**config.mk**
```make
export PLATFORM = sky130hd
export DESIGN_NAME = distance_voice_allocator_unit
export DESIGN_NICKNAME = d
export VERILOG_FILES = /design/src/hw/rtl/dva_pkg.sv /design/src/hw/rtl/distance_voice_allocator_unit.sv
export SDC_FILE = /design/constraint.sdc
export NUM_CORES = 2
export LEC_CHECK = 0
export BUFFER_PORTS_ARGS = -buffer_cell sky130_fd_sc_hd__buf_2
export CORE_MARGIN = 1.5
export CORE_UTILIZATION = 41
export CTS_BUF_LIST = sky130_fd_sc_hd__clkbuf_16
export DETAILED_ROUTE_END_ITERATION = 10
export GPL_TIMING_DRIVEN = 0
export SLEW_MARGIN = 25
export SYNTH_ARGS = -nofsm -noshare
export SYNTH_HDL_FRONTEND = slang
export SYNTH_SLANG_ARGS = --single-unit
```
**constraint.sdc**
```tcl
create_clock -name clk -period 7 [get_ports clk]
set_clock_uncertainty 0.05 [all_clocks]
set_input_delay 1.4 -clock clk [delete_from_list [all_inputs] [get_ports clk]]
set_output_delay 1.4 -clock clk [all_outputs]
set_load 0.01 [all_outputs]
```
**src/hw/rtl/dva_pkg.sv**
```systemverilog
`timescale 1ns / 1ps
`default_nettype none
// ----------------------------------------------------------------------------
// dva_pkg: shared types and constants for the distance voice allocator
// Command and result word layouts, sequencer states, register indexes.
// ----------------------------------------------------------------------------
package dva_pkg;

	// Width of a coordinate as it arrives on the ports and config bus
	localparam int COORD_IN_W = 16;
	localparam int VOICE_IDX_W = 5;
	localparam int CFG_IDX_W = 2;

	// Command kinds
	localparam logic KIND_REQUEST = 1'b0;
	localparam logic KIND_RELEASE = 1'b1;

	// Configuration register indexes
	localparam logic [CFG_IDX_W-1:0] CFG_LISTENER_X = 2'd0;
	localparam logic [CFG_IDX_W-1:0] CFG_LISTENER_Y = 2'd1;
	localparam logic [CFG_IDX_W-1:0] CFG_LISTENER_Z = 2'd2;

	typedef struct packed {
		logic                           kind;
		logic signed [COORD_IN_W-1:0]   req_x;
		logic signed [COORD_IN_W-1:0]   req_y;
		logic signed [COORD_IN_W-1:0]   req_z;
		logic [VOICE_IDX_W-1:0]         release_index;
	} cmd_t;

	typedef struct packed {
		logic                   granted;
		logic [VOICE_IDX_W-1:0] voice_index;
		logic                   stolen;
	} result_t;

	typedef enum logic [2:0] {
		ST_IDLE,
		ST_SCAN,
		ST_SELF,
		ST_DRAIN,
		ST_DECIDE
	} state_t;

endpackage : dva_pkg
`default_nettype wire

```
**src/hw/rtl/distance_voice_allocator_unit.sv**
```systemverilog
`timescale 1ns / 1ps
`default_nettype none
// ----------------------------------------------------------------------------
// distance_voice_allocator_unit: voice allocator with farthest-voice stealing
//
// Command channel: a word on cmd is taken at a clock edge where start is high
// and busy is low. A release word (kind 1) frees one voice in that same edge
// and gives no result. A request word (kind 0) starts a scan of the voice
// table in index order: the first idle voice is granted. When every voice
// plays, one shared distance pipeline (read, abs diff, square, sum/compare)
// measures each voice against the listener, one voice per cycle, and then
// the requester itself; the requester steals the farthest voice only if it
// is strictly closer.
// Result channel: done is high for exactly one cycle with the word on
// result; there is no backpressure, the receiver must take it then.
// Order: a request that finds idle voice k gives a registered done when the
// scan reaches k; a full table gives done after the one-voice-per-cycle pass,
// the three-stage distance pipeline, the sum/compare and a decide step.
// busy stays high for the whole request; a release never raises busy.
// The user must write listener registers on cfg_we only while the block is idle; the block itself does not enforce it.
// Reset marks every voice idle and clears the listener to the origin.
// ----------------------------------------------------------------------------
module distance_voice_allocator_unit
	import dva_pkg::*;
#(
	parameter int NUM_VOICES = 32,
	parameter int COORD_BITS = 16
) (
	input  wire logic                   clk,
	input  wire logic                   arst_n,
	input  wire logic                   start,
	output logic                        busy,
	input  wire cmd_t                   cmd,
	output logic                        done,
	output result_t                     result,
	input  wire logic                   cfg_we,
	input  wire logic [CFG_IDX_W-1:0]   cfg_index,
	input  wire logic [COORD_IN_W-1:0]  cfg_data
);

	localparam int IW  = (NUM_VOICES > 1) ? $clog2(NUM_VOICES) : 1;
	localparam int CW  = COORD_BITS;
	localparam int SQW = 2 * CW;
	localparam int DW  = SQW + 2;
	localparam int PW  = 3 * CW;
	localparam logic [IW-1:0] LAST_IDX = IW'(NUM_VOICES - 1);

	// Mask to COORD_BITS and zero extend from there
	function automatic logic [CW-1:0] to_coord(input logic [COORD_IN_W-1:0] v);
		to_coord = CW'({32'd0, v});
	endfunction

	// Absolute difference of two coordinates; always fits CW bits
	function automatic logic [CW-1:0] abs_diff(input logic [CW-1:0] a,
		input logic [CW-1:0] b);
		logic [CW:0] d;
		d = {a[CW-1], a} - {b[CW-1], b};
		abs_diff = d[CW] ? CW'(-d) : CW'(d);
	endfunction

	state_t state_q, state_d;

	logic [IW-1:0]         idx_q;
	logic [NUM_VOICES-1:0] voice_busy_q;
	logic [COORD_IN_W-1:0] lis_x_q, lis_y_q, lis_z_q;
	logic [PW-1:0]         req_pos_q;
	logic [PW-1:0]         pos_mem [NUM_VOICES];

	logic [DW-1:0] far_q, own_q;
	logic [IW-1:0] far_idx_q;

	logic          done_q;
	result_t       res_q;

	// Distance pipeline registers
	logic [PW-1:0] rd_s1;
	logic          valid_s1, self_s1;
	logic [IW-1:0] idx_s1;
	logic [CW-1:0] ad_x_s2, ad_y_s2, ad_z_s2;
	logic          valid_s2, self_s2;
	logic [IW-1:0] idx_s2;
	logic [SQW-1:0] sq_x_s3, sq_y_s3, sq_z_s3;
	logic          valid_s3, self_s3;
	logic [IW-1:0] idx_s3;

	// Control decodes
	logic cmd_take, req_take, rel_take, rel_in_range;
	logic scan_hit, scan_issue, self_issue, decide, steal;
	logic issue;
	logic [PW-1:0] src_pos;
	logic [DW-1:0] dist_sum;
	logic [CW-1:0] lx, ly, lz;
	logic [IW-1:0] rel_idx;

	assign busy = (state_q != ST_IDLE);
	assign done = done_q;
	assign result = res_q;

	assign cmd_take = start && !busy;
	assign req_take = cmd_take && (cmd.kind == KIND_REQUEST);
	assign rel_take = cmd_take && (cmd.kind == KIND_RELEASE);
	assign rel_in_range = (9'(cmd.release_index) < 9'(NUM_VOICES));
	assign rel_idx = IW'(cmd.release_index);

	assign lx = to_coord(lis_x_q);
	assign ly = to_coord(lis_y_q);
	assign lz = to_coord(lis_z_q);

	// Next state
	always_comb begin
		state_d = state_q;
		case (state_q)
			ST_IDLE: begin
				if (req_take) state_d = ST_SCAN;
			end
			ST_SCAN: begin
				if (!voice_busy_q[idx_q]) state_d = ST_IDLE;
				else if (idx_q == LAST_IDX) state_d = ST_SELF;
			end
			ST_SELF: state_d = ST_DRAIN;
			ST_DRAIN: begin
				if (valid_s3 && self_s3) state_d = ST_DECIDE;
			end
			ST_DECIDE: state_d = ST_IDLE;
			default: state_d = ST_IDLE;
		endcase
	end

	// Sequencer outputs
	always_comb begin
		scan_hit   = 1'b0;
		scan_issue = 1'b0;
		self_issue = 1'b0;
		decide     = 1'b0;
		case (state_q)
			ST_SCAN: begin
				scan_hit   = !voice_busy_q[idx_q];
				scan_issue = voice_busy_q[idx_q];
			end
			ST_SELF:   self_issue = 1'b1;
			ST_DECIDE: decide = 1'b1;
			default: ;
		endcase
	end

	assign steal = decide && (own_q < far_q);
	assign issue = scan_issue || self_issue;

	// Control state
	always_ff @(posedge clk or negedge arst_n) begin
		if (!arst_n) begin
			state_q      <= ST_IDLE;
			idx_q        <= '0;
			voice_busy_q <= '0;
			lis_x_q      <= '0;
			lis_y_q      <= '0;
			lis_z_q      <= '0;
			valid_s1     <= 1'b0;
			valid_s2     <= 1'b0;
			valid_s3     <= 1'b0;
			done_q       <= 1'b0;
		end else begin
			state_q <= state_d;

			if (req_take) idx_q <= '0;
			else if (scan_issue) idx_q <= idx_q + 1'b1;

			if (rel_take && rel_in_range) voice_busy_q[rel_idx] <= 1'b0;
			if (scan_hit) voice_busy_q[idx_q] <= 1'b1;

			if (cfg_we) begin
				case (cfg_index)
					CFG_LISTENER_X: lis_x_q <= cfg_data;
					CFG_LISTENER_Y: lis_y_q <= cfg_data;
					CFG_LISTENER_Z: lis_z_q <= cfg_data;
					default: ;
				endcase
			end

			// pipeline flushes whenever the sequencer is idle
			valid_s1 <= issue;
			valid_s2 <= valid_s1 && busy;
			valid_s3 <= valid_s2 && busy;

			done_q <= scan_hit || decide;
		end
	end

	// Position memory: one write port, one registered read
	always_ff @(posedge clk) begin
		if (scan_hit) pos_mem[idx_q] <= req_pos_q;
		else if (steal) pos_mem[far_idx_q] <= req_pos_q;
		rd_s1 <= pos_mem[idx_q];
	end

	assign src_pos = self_s1 ? req_pos_q : rd_s1;

	// Shared distance unit: abs diff, square, then sum
	always_ff @(posedge clk) begin
		self_s1 <= self_issue;
		idx_s1  <= idx_q;

		ad_x_s2 <= abs_diff(lx, src_pos[PW-1 -: CW]);
		ad_y_s2 <= abs_diff(ly, src_pos[2*CW-1 -: CW]);
		ad_z_s2 <= abs_diff(lz, src_pos[CW-1:0]);
		self_s2 <= self_s1;
		idx_s2  <= idx_s1;

		sq_x_s3 <= SQW'(ad_x_s2) * SQW'(ad_x_s2);
		sq_y_s3 <= SQW'(ad_y_s2) * SQW'(ad_y_s2);
		sq_z_s3 <= SQW'(ad_z_s2) * SQW'(ad_z_s2);
		self_s3 <= self_s2;
		idx_s3  <= idx_s2;
	end

	assign dist_sum = DW'(sq_x_s3) + DW'(sq_y_s3) + DW'(sq_z_s3);

	// Request capture, farthest tracking and result word
	always_ff @(posedge clk) begin
		if (req_take) begin
			req_pos_q <= {to_coord(cmd.req_x), to_coord(cmd.req_y),
				to_coord(cmd.req_z)};
			far_q     <= '0;
			far_idx_q <= '0;
		end else if (valid_s3) begin
			if (self_s3) begin
				own_q <= dist_sum;
			end else if (dist_sum > far_q) begin
				far_q     <= dist_sum;
				far_idx_q <= idx_s3;
			end
		end

		if (scan_hit) begin
			res_q.granted     <= 1'b1;
			res_q.voice_index <= VOICE_IDX_W'(idx_q);
			res_q.stolen      <= 1'b0;
		end else if (decide) begin
			res_q.granted     <= steal;
			res_q.voice_index <= steal ? VOICE_IDX_W'(far_idx_q) : '0;
			res_q.stolen      <= steal;
		end
	end

endmodule : distance_voice_allocator_unit
`default_nettype wire

```
==> impl_metrics.yaml <==
outcome:
  outcome: "complete, no violations"
layout:
  drive_gt1_share_pct: 17.30
  layout.cells.non_filler: 10340
  multi_input_comb_area_um2: 38980
  regArea_um2: 56050
  final_util_pct: 47.57
  stdcell_area_um2: 113400
  nNetsFinal: 8050
  fillCellCount: 20500
  synthToLayoutAreaGrowth_pct: 15.07
floorplan:
  die_w_um: 493.2
  fp.dieArea_um2: 243200
  start_util_pct: 41.34
  fp.coreArea_um2: 238300
  num_rows: 179
  dieHeight_um: 493.2
  io_pins: 85
critical_path:
  cp_max_fo: 10
  critPathBufInv: 8
  cp_slowest_stage_delay_ns: 0.54
  rr_startpoint: "ad_y_s2[3]"
  ff2ff_setup_slack_ns: 0.21
  crit_type: "reg2reg"
  reg2regPathDepth: 25
  worst_setup_path_end_kind: "flop"
  cp_top_family: "adder cells"
  r2r-end: "sq_y_s3[30]"
  cp.required_ns: 7.67
  crit_slowest_cell: "fa_1"
  start_kind: "flop"
  crit_top_cell: "inv_1"
  arrival_ns: 7.46
synthesis:
  syn_area_um2: 98520
  yosys.cell_count.top_type: "edfxtp_1"
  yosys-top-cells-count: "1,623 x edfxtp_1, 836 x inv_1, 521 x fa_1"
  synthAdderAreaFrac_pct: 16.40
  synth_ff_type: "edfxtp_1"
  synthCells: 6561
  synthMuxAreaShare_pct: 10.33
  synth_top_area_cell: "edfxtp_1"
  synth.net_count: 7616
  yosys-top-cells-area: "edfxtp_1 49%, fa_1 11%, mux4_2 9.0%"
  synth_top_family_by_area: "adder cells"
  synthArstFlopShare_pct: 4.687
  synth_xor_area_share_pct: 1.849
  synth-simple-area-share_pct: 5.065
  synth_compound_area_share_pct: 5.405
  synth_seq_area_share_pct: 56.84
  synth_seq_cells: 1963
  synth_top_area_share_pct: 49.47
  synth_cell_types: 89
  postSynthAreaPerCell_um2: 15.02
  yosysWarningCount: 0
  synth_edf_count: 1623
place:
  hpwl_um: 197300
  dpl_cell_area_um2: 106300
  globalplace.congestion: 0.8608
  dp.cells: 9940
  io_buffers: 84
global_route:
  antenna_found_initial: 18
  grt.overflow.total: 0
  grt_start_max_net_pins: 67
  grt_pass1_wl_um: 397500
  grt_pass1_vias: 58680
  grt_usage_pct: 22.57
clock_network:
  path_clk_slew_ns: 0.07
  numCtsBuffers: 195
  clkLatencyLatePin_ns: 0.89
  clock_sinks: 1963
  clockBufferDepth: 3
  htree_levels: 4
  cts_tree: "built"
  root_buffer: "clkbuf_16"
timing:
  drv_slew: 0
  setup_viol: 0
  fin_crit_sh_pct: 96.96
  worst_slew_pin_slew_ns: 1.173
  relSlewSlack_pct: 21.80
  hold_viol: 0
  fmax_mhz: 147.3
  rsz0062_at_grt: "true"
  post-route-min-period_ns: 6.787
min_path:
  hold_start: "idx_s1[1]"
  min_path_type: "reg2reg"
  hold_path_depth: 0
  hold-path-endpoint: "idx_s2[1]"
drt:
  drt-initial-drc-count: 6105
  drc: 0
  vias: 57620
  drt-total-wl_um: 273900
  via_per_inst: 5.570
  first_pass_iters: 5
  drtAntennaViolNets: 0
  wl_per_cell_um: 26.48
flow_run:
  cap_violations: 0
## repair_timing
item                                    CTS  global route
resized for setup                        77           114
endpoints found under the hold margin     0             0
pin swaps                                 1             9
endpoints found under the setup margin   26            34
hold buffers                              0             0
setup buffers                             1             6
## placed cells by master (no fill, tap or decap), types with 71 or more instances in the layout
cell type  count
mux4_2       392
clkbuf_1      94
nand4_1       74
and2_1       135
inv_1        891
ha_1         456
clkbuf_16    198
nor2_1       187
dfrtp_1       92
a21o_1        82
buf_2        125
nand2_1      339
a22oi_1      198
mux2i_1       71
fa_1         521
edfxtp_1    1623
a21oi_1      160
xnor2_1      141
o21ai_0      144
dfxtp_1      217
## logic make-up after synthesis
kind of cell | count (synthesis)
and+or+nand+nor | 1019
AOI/OAI and AO/OA | 797
muxes | 520
adders and majority gates | 979
other | 1
xor gates and xnor gates | 208
buffers and inverters | 1074
DFF | 1963
## sequential cells by signal, indices dropped and copies added, names as in the netlist, 5 cells and up
signal,flops
ad_x_s2,16
ad_y_s2,16
ad_z_s2,16
far_idx_q,5
far_q,34
idx_q,5
idx_s1,5
idx_s2,5
idx_s3,5
lis_x_q,16
lis_y_q,16
lis_z_q,16
own_q,34
pos_mem,1536
rd_s1,48
req_pos_q,48
result,7
sq_x_s3,31
sq_y_s3,31
sq_z_s3,31
voice_busy_q,32
## worst max path at each step
stage | startpoint | end | slack, ns | cells after the start
2_1_floorplan | ad_y_s2[8] | sq_y_s3[30] | 0.72 | 25
3_3_place_gp | start | own_q[11] | -4.19 | 7
3_5_place_dp | ad_y_s2[4] | sq_y_s3[30] | -0.99 | 21
4_1_cts | ad_y_s2[3] | sq_y_s3[30] | -0.14 | 25
5_1_grt | ad_y_s2[3] | sq_y_s3[30] | -0.07 | 25
6_report | ad_y_s2[3] | sq_y_s3[30] | 0.21 | 25
## routing by layer
layer	vias to the layer above	track usage, %	part of all wire, %
li1	24810	-	-
met1	30150	29.73	40
met2	2229	38.27	50
met3	432	3.406	7.0
met4	0	7.479	3.4
met5	-	0	0
## final cells by class
cell class              count  share of cell area, %
diodes                     10                0.02207
plain buffers             231                 0.9613
clock buffers             198                  4.370
clock inverters           171                  1.207
inverters                 838                  2.775
multi-input cells        3524                  34.39
flip-flops and latches   1963                  49.44
well taps                3167                  3.495
repair buffers            242                  3.341
## stage by stage
| step | worst slack [ns] | hold WS [ns] | TNS [ns] |
|---|---|---|---|
| finish | 0.2126 | 0.2712 | 0 |
| global route | -0.07113 | 0.2868 | -0.07113 |
| CTS | -0.1353 | 0.2726 | -0.1353 |
| detailed placement | -0.9922 | 0.2621 | -8.947 |
| global placement | -4.186 | 0.2613 | -4729.38 |
| floorplan | 0.7151 | 0.2596 | 0 |
Power is not shown: default switching activity piles up to over one toggle a cycle in this logic, so the estimate is an artifact.
